$ cat src/rtl/gifd_pkg.sv
`timescale 1ns / 1ps
`default_nettype none
// ----------------------------------------------------------------------------
// gifd_pkg
// Shared types and constants of the GIF LZW pixel decoder.
// ----------------------------------------------------------------------------
package gifd_pkg;

  localparam int DICT_SIZE       = 4096;
  localparam int MAX_CODE_BITS   = 12;
  localparam int BIT_BUFFER_BITS = 32;
  localparam int CODE_W          = 12;  // dictionary address width
  localparam int DEPTH_W         = 13;  // stack depth counter
  localparam int NF_W            = 13;  // next free code
  localparam int BCNT_W          = 6;   // bit buffer fill
  localparam int CFG_IDX_W       = 2;
  localparam int CFG_DATA_W      = 16;

  // register indexes
  localparam logic [CFG_IDX_W-1:0] CFG_ROOT_BITS  = 2'd0;
  localparam logic [CFG_IDX_W-1:0] CFG_WIDTH      = 2'd1;
  localparam logic [CFG_IDX_W-1:0] CFG_HEIGHT     = 2'd2;
  localparam logic [CFG_IDX_W-1:0] CFG_INTERLACED = 2'd3;

  // opcodes
  localparam logic OP_PUSH = 1'b0;
  localparam logic OP_PULL = 1'b1;

  // result status codes
  localparam logic [2:0] ST_PIXEL   = 3'd0;
  localparam logic [2:0] ST_ACCEPT  = 3'd1;
  localparam logic [2:0] ST_FULL    = 3'd2;
  localparam logic [2:0] ST_NEED    = 3'd3;
  localparam logic [2:0] ST_DONE    = 3'd4;
  localparam logic [2:0] ST_BADCODE = 3'd5;
  localparam logic [2:0] ST_OUTSIDE = 3'd6;

  typedef struct packed {
    logic       opcode;
    logic [7:0] data_byte;
  } in_t;

  typedef struct packed {
    logic [2:0]  status;
    logic [7:0]  pixel_index;
    logic [15:0] pixel_x;
    logic [15:0] pixel_y;
  } out_t;

  // classified request handed from front to back
  typedef struct packed {
    logic       is_pull;
    logic       len_zero;  // byte is zero
    logic [7:0] data_byte;
  } cmd_t;

endpackage
`default_nettype wire

$ cat src/rtl/gifd_front.sv
`timescale 1ns / 1ps
`default_nettype none
// ----------------------------------------------------------------------------
// gifd_front
// Accepts input requests, classifies them and queues them for the engine.
// ----------------------------------------------------------------------------
module gifd_front (
  input  wire               clk_i,
  input  wire               rst_ni,
  input  wire               in_valid_i,
  output logic              in_stall_o,
  input  gifd_pkg::in_t     in_data_i,
  output logic              cmd_valid_o,
  output gifd_pkg::cmd_t    cmd_o,
  input  wire               cmd_pop_i
);
  import gifd_pkg::*;

  cmd_t       q_mem [2];
  logic       wr_q, wr_d, rd_q, rd_d;
  logic [1:0] cnt_q, cnt_d;
  logic       push;
  cmd_t       cls;

  always_comb begin
    cls.is_pull   = (in_data_i.opcode == OP_PULL);
    cls.len_zero  = (in_data_i.data_byte == 8'd0);
    cls.data_byte = in_data_i.data_byte;
  end

  assign in_stall_o  = (cnt_q == 2'd2);
  assign push        = in_valid_i && !in_stall_o;
  assign cmd_valid_o = (cnt_q != 2'd0);
  assign cmd_o       = q_mem[rd_q];

  always_comb begin
    wr_d  = push ? !wr_q : wr_q;
    rd_d  = cmd_pop_i ? !rd_q : rd_q;
    cnt_d = cnt_q + {1'b0, push} - {1'b0, cmd_pop_i};
  end

  always_ff @(posedge clk_i or negedge rst_ni) begin
    if (!rst_ni) begin
      wr_q  <= 1'b0;
      rd_q  <= 1'b0;
      cnt_q <= 2'd0;
    end else begin
      wr_q  <= wr_d;
      rd_q  <= rd_d;
      cnt_q <= cnt_d;
    end
  end

  always_ff @(posedge clk_i) begin
    if (push) begin
      q_mem[wr_q] <= cls;
    end
  end

endmodule
`default_nettype wire

$ cat config.mk
export PLATFORM = sky130hd
export DESIGN_NAME = gifd_front
export DESIGN_NICKNAME = d
export VERILOG_FILES = /design/src/rtl/gifd_pkg.sv /design/src/rtl/gifd_front.sv
export SDC_FILE = /design/constraint.sdc
export NUM_CORES = 1
export LEC_CHECK = 0
export ABC_AREA = 0
export BUFFER_PORTS_ARGS = -buffer_cell sky130_fd_sc_hd__buf_4
export CORE_MARGIN = 1
export CORE_UTILIZATION = 40
export CTS_CLUSTER_DIAMETER = 150
export DETAILED_ROUTE_END_ITERATION = 12
export PLACE_DENSITY = 0.68
export SLEW_MARGIN = 10
export SYNTH_ARGS = -nofsm -noshare
export SYNTH_HDL_FRONTEND = slang
export SYNTH_SLANG_ARGS = --single-unit
$ cat constraint.sdc
create_clock -name clk_i -period 3.9 [get_ports clk_i]
set_input_delay 0.585 -clock clk_i [delete_from_list [all_inputs] [get_ports clk_i]]
set_output_delay 0.585 -clock clk_i [all_outputs]
set_load 0.02 [all_outputs]
==> metrics.txt, run 1 <==
# TYPE chip_impl_metric gauge
chip_impl_metric{name="route.vias.total",unit=""} 495
chip_impl_metric{name="finalMaxSlewViolations",unit=""} 0
chip_impl_info{name="run_status",value="completed"} 1
chip_impl_metric{name="cp.arrival",unit="ns"} 1.50
chip_impl_info{name="cts-root-buf",value="sky130_fd_sc_hd__clkbuf_4"} 1
chip_impl_metric{name="design.portCount",unit=""} 25
chip_impl_info{name="dominant_combinational_cell_family_by_area_after_synthesis",value="multiplexers"} 1
chip_impl_metric{name="synthesis.nets",unit=""} 66
chip_impl_metric{name="critical_path.max_fanout",unit=""} 11
chip_impl_metric{name="clk-insertion-delay-late",unit="ns"} 0.29
chip_impl_metric{name="finalWirelength",unit="mm"} 1.32
chip_impl_metric{name="synth-xor-area-share",unit="%"} 3.76
chip_impl_metric{name="vias_per_cell",unit=""} 4.67
chip_impl_metric{name="place.detailed.hpwl",unit="µm"} 937
chip_impl_info{name="timing.rr.start",value="cnt_q[1]$_DFF_PN0_"} 1
chip_impl_metric{name="detailed_router_iteration_count_before_antenna_repair",unit=""} 3
chip_impl_metric{name="p_comb_share",unit="%"} 39.1
chip_impl_metric{name="grtUsageTotal",unit="%"} 12.2
chip_impl_metric{name="globalRouteMet2Util",unit="%"} 19.3
chip_impl_metric{name="antenna_found_initial",unit=""} 0
chip_impl_metric{name="yosys-mux-area-fraction",unit="%"} 12.1
chip_impl_metric{name="grt_pass1_wl",unit="mm"} 2.17
chip_impl_metric{name="cts_setup_buffers",unit=""} 0
chip_impl_metric{name="fmax",unit="MHz"} 479
chip_impl_info{name="mostFrequentLayoutCells",value="sky130_fd_sc_hd__buf_4 (24), sky130_fd_sc_hd__edfxtp_1 (20), sky130_fd_sc_hd__mux2_2 (10)"} 1
chip_impl_metric{name="wire_per_inst",unit="µm"} 12.5
chip_impl_metric{name="initial_core_util",unit="%"} 42.1
chip_impl_metric{name="post_synth_instance_area",unit="µm²"} 931
chip_impl_metric{name="finish.utilization",unit="%"} 52.8
chip_impl_metric{name="min_period",unit="ns"} 2.09
chip_impl_info{name="r2r-end",value="q_mem[0][4]$_DFFE_PP_"} 1
chip_impl_metric{name="grt_max_degree",unit=""} 14
chip_impl_metric{name="synth-simple-area-share",unit="%"} 4.84
chip_impl_metric{name="ctsHtreeMaxLevel",unit=""} 1
chip_impl_metric{name="internal_power",unit="µW"} 555
chip_impl_info{name="cts_tree",value="done"} 1
chip_impl_metric{name="synth.yosys.warnings",unit=""} 0
chip_impl_metric{name="report.final.hold_viol_count",unit=""} 0
chip_impl_metric{name="floorplan.die.height",unit="µm"} 50.2
chip_impl_info{name="worstSetupPathType",value="reg -> out"} 1
chip_impl_metric{name="use_met1",unit="%"} 16.0
chip_impl_metric{name="cap_viol_max_count",unit=""} 0
chip_impl_metric{name="yosysSeqAreaShare",unit="%"} 75.3
chip_impl_metric{name="detailedRoute.firstIterationViolations",unit=""} 6
chip_impl_metric{name="grt_pass1_vias",unit=""} 492
chip_impl_info{name="worstSetupStartpointType",value="flop"} 1
chip_impl_metric{name="number_of_nets_with_antenna_violations_after_detailed_routing",unit=""} 0
chip_impl_metric{name="worst_slew_pin_slew",unit="ns"} 0.822
chip_impl_metric{name="cts_max_path_buffers",unit=""} 2
chip_impl_metric{name="power.density_cell_area",unit="nW/µm²"} 705
chip_impl_info{name="rsz_0062_raised_after_global_routing",value="false"} 1
chip_impl_metric{name="worstPathRequired",unit="ns"} 3.31
chip_impl_metric{name="numCtsBuffers",unit=""} 3
chip_impl_info{name="grt_most_used_layer",value="met2"} 1
chip_impl_metric{name="placeableCoreArea",unit="µm²"} 2210
chip_impl_info{name="end_kind",value="output port"} 1
chip_impl_metric{name="synthesis.instances",unit=""} 51
chip_impl_metric{name="power.ir.vdd_worst",unit="mV"} 0.393
chip_impl_metric{name="groute.layer.met3.usage",unit="%"} 2.73
chip_impl_info{name="final_common_cell",value="sky130_fd_sc_hd__buf_4"} 1
chip_impl_metric{name="design.final.nets",unit=""} 94
chip_impl_metric{name="synth.avg_cell_area",unit="µm²"} 18.3
chip_impl_metric{name="cts.hold.buffers_added",unit=""} 0
chip_impl_metric{name="final_report_setup_violation_count",unit=""} 0
chip_impl_metric{name="floorplan.rows",unit=""} 17
chip_impl_metric{name="detail_route.drc_violations",unit=""} 0
chip_impl_metric{name="post_synth_num_cell_types",unit=""} 14
chip_impl_metric{name="fillers",unit=""} 205
chip_impl_metric{name="r2r_cell_count",unit=""} 3
chip_impl_metric{name="ys_seq_elements",unit=""} 24
chip_impl_metric{name="timing.max_slew.rel_slack",unit="%"} 45.0
chip_impl_metric{name="cts.clk_slew.worst_paths",unit="ns"} 0.12
chip_impl_metric{name="synthToLayoutAreaGrowth",unit="%"} 25.4
chip_impl_metric{name="finClkSkew",unit="ns"} 0.00145
chip_impl_metric{name="yosys.area_share.adder",unit="%"} 2.69
chip_impl_metric{name="netSwitchingFraction",unit="%"} 32.5
chip_impl_metric{name="fin_setup_tns",unit="ns"} 0
chip_impl_metric{name="final_layout_size_suffix_gt1_share",unit="%"} 48.7
chip_impl_metric{name="clock_sinks",unit=""} 24
chip_impl_metric{name="post-route-period-util",unit="%"} 53.5
chip_impl_metric{name="share_seq_of_total_power",unit="%"} 48.6
chip_impl_metric{name="timing.reg2reg.setup_slack",unit="ns"} 2.25
chip_impl_metric{name="overall_die_area",unit="µm²"} 2520
chip_impl_metric{name="antennaDiodeCount",unit=""} 0
chip_impl_metric{name="dieWidth",unit="µm"} 50.2
chip_impl_metric{name="port_buffers",unit=""} 24
chip_impl_info{name="hold_path.class",value="in -> async"} 1
chip_impl_metric{name="grt.overflow.total",unit=""} 0
chip_impl_metric{name="leakage",unit="nW"} 0.459
chip_impl_metric{name="p_switching",unit="µW"} 268
chip_impl_metric{name="cts_repair_resize_count",unit=""} 0
chip_impl_metric{name="synth_compound_gate_area_share",unit="%"} 0
chip_impl_metric{name="routabilityCongestion",unit=""} 0.698
chip_impl_metric{name="p_clk_share",unit="%"} 12.3
final cells by class:
cell class | instances | area, µm² | share of cell area (%)
sequential | 24 | 701 | 60.0
multi-input combinational | 24 | 218 | 18.6
timing repair buffer | 24 | 180 | 15.4
tap | 28 | 35.0 | 3.00
clock buffer | 3 | 22.5 | 1.93
inverter | 2 | 7.51 | 0.643
clock inverter | 1 | 3.75 | 0.322
metal layers:
layer	wire length [µm]	vias to the layer above
met5	0	-
met4	13	0
met3	67	2
met2	641	16
met1	600	234
li1	-	243
registers in the layout (all words and copies together), names as in the netlist:
register	cells
cnt_q	2
q_mem	20
rd_q	1
wr_q	1
cell families after synthesis:
| kind of cell | count (synthesis) |
|---|---|
| buf+inv | 3 |
| xor+xnor | 4 |
| mux | 10 |
| simple gates | 8 |
| flops | 24 |
| fa+ha+maj | 2 |
power by group through the flow:
| stage | combinational (mW) | clock (mW) | sequential (mW) |
|---|---|---|---|
| after floorplan | 0.231 | 0 | 0.380 |
| after global placement | 0.321 | 0 | 0.405 |
| after detailed placement | 0.325 | 0 | 0.407 |
| after CTS | 0.326 | 0.107 | 0.402 |
| after global routing | 0.350 | 0.118 | 0.409 |
| final | 0.322 | 0.102 | 0.400 |
how the worst max path moves through the flow:
stage                          start                    end  slack, ns  cells after the start
floorplan           rd_q$_DFFE_PN0P_               cmd_o[0]       2.38                      2
global placement    rd_q$_DFFE_PN0P_               cmd_o[9]       2.15                      2
detailed placement        in_valid_i  q_mem[0][8]$_DFFE_PP_       2.10                      3
CTS                 rd_q$_DFFE_PN0P_               cmd_o[9]       1.76                      2
global route        rd_q$_DFFE_PN0P_               cmd_o[7]       1.73                      2
finish              rd_q$_DFFE_PN0P_               cmd_o[1]       1.81                      2
synthesized netlist by cell type:
cell / number / area, µm²
sky130_fd_sc_hd__xor2_1: 1 / 8.76
sky130_fd_sc_hd__or2_2: 1 / 6.26
sky130_fd_sc_hd__buf_2: 1 / 5.00
sky130_fd_sc_hd__xnor2_1: 3 / 26.3
sky130_fd_sc_hd__nand2b_1: 1 / 6.26
sky130_fd_sc_hd__inv_1: 2 / 7.51
sky130_fd_sc_hd__dfrtp_1: 4 / 100
sky130_fd_sc_hd__edfxtp_1: 20 / 601
sky130_fd_sc_hd__or4_1: 2 / 15.0
sky130_fd_sc_hd__and3_1: 1 / 6.26
sky130_fd_sc_hd__nor2_1: 2 / 7.51
sky130_fd_sc_hd__mux2_2: 10 / 113
sky130_fd_sc_hd__nand2_1: 1 / 3.75
sky130_fd_sc_hd__ha_1: 2 / 25.0
per-stage QoR:
step	worst slack, ns	instance area (µm²)	hold slack (ns)	total power, mW	instances
finish	1.81	1170	0.0595	0.823	106
floorplan	2.38	931	0.289	0.611	51
CTS	1.76	1170	0.0460	0.836	106
detailed placement	2.10	1140	0.385	0.732	102
global placement	2.15	1140	0.385	0.726	102
global route	1.73	1170	0.0264	0.877	106
worst max-delay path, stage by stage, from the launching register on:
cell,delay (ns)
sky130_fd_sc_hd__dfrtp_1,0.66
sky130_fd_sc_hd__mux2_2,0.39
sky130_fd_sc_hd__buf_4,0.16
(Power assumes the default switching activity.)
==> inputs of run 2 (changes only) <==
clock period = 2.14 ns   (was 3.9 ns; I/O delays follow)
==> run 2 against run 1 <==
Final cell count is 1.9% higher. Sequential power is 83% higher. Combinational power is 87% higher. Via count is 0.81% higher. Global-route usage is 0.93 points higher. First-iteration DRC count is 120% higher. Core utilization is 1.2 points higher. Worst hold slack better by 0.13 ns. Count of clock-buffer cells in the layout is 1 higher. Routed wire length is 7.9% higher. Non-clock buffer count is 2 higher. Clock skew is 0.0016 ns higher.
==> metrics.txt, run 2 (synthesis results as in run 1) <==
# TYPE chip_impl_metric gauge
chip_impl_info{name="crit_path_start",value="rd_q$_DFFE_PN0P_"} 1
chip_impl_info{name="crit_path_cell_trace",value="mux2_2, buf_4"} 1
chip_impl_info{name="end_kind",value="output port"} 1
chip_impl_metric{name="floorplan.rows",unit=""} 17
chip_impl_metric{name="flip_flop_count_of_the_largest_register_after_layout",unit=""} 20
chip_impl_metric{name="initial_core_util",unit="%"} 42.1
chip_impl_metric{name="routabilityCongestion",unit=""} 0.687
chip_impl_info{name="final_common_cell",value="sky130_fd_sc_hd__buf_4"} 1
chip_impl_metric{name="finClkSkew",unit="ns"} 0.00306
chip_impl_metric{name="final_layout_size_suffix_gt1_share",unit="%"} 50.0
chip_impl_metric{name="grt_pass1_wl",unit="mm"} 2.35
chip_impl_metric{name="power.density_cell_area",unit="nW/µm²"} 1310
chip_impl_metric{name="worstPathRequired",unit="ns"} 1.82
chip_impl_info{name="biggestRegsByFlops",value="q_mem (20), cnt_q (2)"} 1
chip_impl_metric{name="grt_pass1_vias",unit=""} 506
chip_impl_metric{name="fmax",unit="MHz"} 540
chip_impl_info{name="cts-root-buf",value="sky130_fd_sc_hd__clkbuf_4"} 1
chip_impl_info{name="rsz_0062_raised_after_global_routing",value="false"} 1
chip_impl_metric{name="report.final.hold_viol_count",unit=""} 0
chip_impl_metric{name="cts_max_path_buffers",unit=""} 2
chip_impl_metric{name="worstSetupPathDepth",unit=""} 2
chip_impl_metric{name="cap_viol_max_count",unit=""} 0
chip_impl_metric{name="detail_route.wirelength.met1",unit="µm"} 624
chip_impl_metric{name="final_report_setup_violation_count",unit=""} 0
chip_impl_metric{name="final.setup.worst_slack",unit="ns"} 0.289
chip_impl_info{name="topRoutingLayerUsed",value="met3"} 1
chip_impl_metric{name="finalMaxSlewViolations",unit=""} 0
chip_impl_metric{name="timing.max_slew.rel_slack",unit="%"} 66.8
chip_impl_metric{name="synthToLayoutAreaGrowth",unit="%"} 28.4
chip_impl_metric{name="detailed_router_iteration_count_before_antenna_repair",unit=""} 4
chip_impl_metric{name="clock_sinks",unit=""} 24
chip_impl_metric{name="post-place-ws",unit="ns"} 0.581
chip_impl_metric{name="wire_per_inst",unit="µm"} 13.2
chip_impl_metric{name="critical_path.max_fanout",unit=""} 11
chip_impl_metric{name="overall_die_area",unit="µm²"} 2520
chip_impl_metric{name="floorplan.die.height",unit="µm"} 50.2
chip_impl_info{name="timing.rr.start",value="cnt_q[1]$_DFF_PN0_"} 1
chip_impl_metric{name="port_buffers",unit=""} 24
chip_impl_metric{name="met2_length",unit="µm"} 721
chip_impl_metric{name="grt.overflow.total",unit=""} 0
chip_impl_metric{name="number_of_nets_with_antenna_violations_after_detailed_routing",unit=""} 0
chip_impl_metric{name="numCtsBuffers",unit=""} 3
chip_impl_info{name="cts_tree",value="done"} 1
chip_impl_info{name="critPathTopFamily",value="flip-flops"} 1
chip_impl_info{name="timing.critical_path.slowest_stage_cell",value="sky130_fd_sc_hd__dfrtp_1"} 1
chip_impl_metric{name="min_period",unit="ns"} 1.85
chip_impl_metric{name="r2r_cell_count",unit=""} 7
chip_impl_metric{name="design.final.nets",unit=""} 96
chip_impl_metric{name="cp.arrival",unit="ns"} 1.53
chip_impl_metric{name="detail_route.drc_violations",unit=""} 0
chip_impl_info{name="run_status",value="completed"} 1
chip_impl_metric{name="placeableCoreArea",unit="µm²"} 2210
chip_impl_metric{name="detailedRoute.firstIterationViolations",unit=""} 13
chip_impl_metric{name="fin_setup_tns",unit="ns"} 0
chip_impl_metric{name="antenna_found_initial",unit=""} 0
chip_impl_metric{name="worst_slew_pin_slew",unit="ns"} 0.497
chip_impl_metric{name="power.ir.vdd_worst",unit="mV"} 0.749
chip_impl_metric{name="route.vias.total",unit=""} 499
chip_impl_metric{name="leakage",unit="nW"} 0.474
chip_impl_metric{name="grtUsageTotal",unit="%"} 13.2
chip_impl_info{name="mostFrequentLayoutCells",value="sky130_fd_sc_hd__buf_4 (25), sky130_fd_sc_hd__edfxtp_1 (20), sky130_fd_sc_hd__mux2_2 (10)"} 1
chip_impl_info{name="endpoint",value="cmd_o[1]"} 1
chip_impl_metric{name="post-route-period-util",unit="%"} 86.5
chip_impl_metric{name="clk-insertion-delay-late",unit="ns"} 0.30
chip_impl_info{name="r2r-end",value="cnt_q[1]$_DFF_PN0_"} 1
chip_impl_info{name="largest-register",value="q_mem"} 1
chip_impl_metric{name="cts.clk_slew.worst_paths",unit="ns"} 0.12
chip_impl_metric{name="grt_max_degree",unit=""} 14
chip_impl_metric{name="design.portCount",unit=""} 25
chip_impl_info{name="worstSetupStartpointType",value="flop"} 1
chip_impl_metric{name="vias_per_cell",unit=""} 4.62
chip_impl_metric{name="finalWirelength",unit="mm"} 1.43
chip_impl_metric{name="timing.reg2reg.setup_slack",unit="ns"} 0.58
chip_impl_metric{name="dieWidth",unit="µm"} 50.2
chip_impl_metric{name="wl_met3",unit="µm"} 82
chip_impl_info{name="worstSetupPathType",value="reg -> out"} 1
chip_impl_metric{name="antennaDiodeCount",unit=""} 0
chip_impl_metric{name="critPathBufInv",unit=""} 1
chip_impl_info{name="hold_path.class",value="in -> reg"} 1
chip_impl_metric{name="ctsHtreeMaxLevel",unit=""} 1
chip_impl_metric{name="timing.critical_path.slowest_cell_delay",unit="ns"} 0.67
run 2: cell types whose count changed in the layout (fill, tap and decap cells not counted):
cell / change
sky130_fd_sc_hd__buf_4: +1
sky130_fd_sc_hd__clkbuf_8: +1
sky130_fd_sc_hd__clkinv_1: -1
sky130_fd_sc_hd__dlygate4sd3_1: +1
run 2: through the flow:
stage / instances / hold WS [ns] / power [mW] / utilization (%) / cell area (µm²)
final: 108 / 0.191 / 1.56 / 54.0 / 1190
after global routing: 108 / 0.162 / 1.66 / 54.0 / 1190
after CTS: 108 / 0.182 / 1.58 / 54.0 / 1190
after detailed placement: 103 / 0.121 / 1.35 / 51.9 / 1150
after global placement: 103 / 0.120 / 1.34 / 51.9 / 1150
after floorplan: 51 / 0.0254 / 1.11 / - / 931
run 2: power by group:
part           total, mW  switching [mW]  internal, mW
registers          0.731          0.0825         0.649
clock network      0.226           0.123         0.104
logic              0.603           0.299         0.304
run 2: how the worst min path moves through the flow:
stage | startpoint | end | slack [ns] | depth (start not counted)
2_1_floorplan | rst_ni | cnt_q[0]$_DFF_PN0_ | 0.03 | 0
3_3_place_gp | rst_ni | cnt_q[0]$_DFF_PN0_ | 0.12 | 1
4_1_cts | cmd_pop_i | rd_q$_DFFE_PN0P_ | 0.18 | 2
6_report | cmd_pop_i | rd_q$_DFFE_PN0P_ | 0.19 | 2
3_5_place_dp | rst_ni | cnt_q[0]$_DFF_PN0_ | 0.12 | 1
5_1_grt | cmd_pop_i | rd_q$_DFFE_PN0P_ | 0.16 | 2
run 2: final cells by class:
class	count	area, µm²
Fill cell	197	1020
Sequential cell	24	701
Multi-Input combinational cell	24	218
Timing Repair Buffer	26	198
Clock buffer	4	36.3
Tap cell	28	35.0
Inverter	2	7.51
run 2: what timing repair did:
action,4_1_cts,5_1_grt
gates resized for setup,0,0
hold buffers,1,0
setup endpoints to repair,0,0
endpoints found under the hold margin,4,0
setup buffers,0,0
run 2: metal layers:
layer	vias up	GRT usage, %
li1	247	-
met5	-	0
met1	234	16.4
met4	0	5.71
met2	18	21.1
met3	0	3.94
run 2: worst register-to-register path, stage by stage, from the launching register on:
cell and delay (ns):
sky130_fd_sc_hd__dfrtp_1 0.42, sky130_fd_sc_hd__nand2b_1 0.12, sky130_fd_sc_hd__nand2_1 0.11, sky130_fd_sc_hd__ha_1 0.28
sky130_fd_sc_hd__inv_1 0.04, sky130_fd_sc_hd__ha_1 0.18, sky130_fd_sc_hd__xnor2_1 0.18, sky130_fd_sc_hd__xnor2_1 0.15
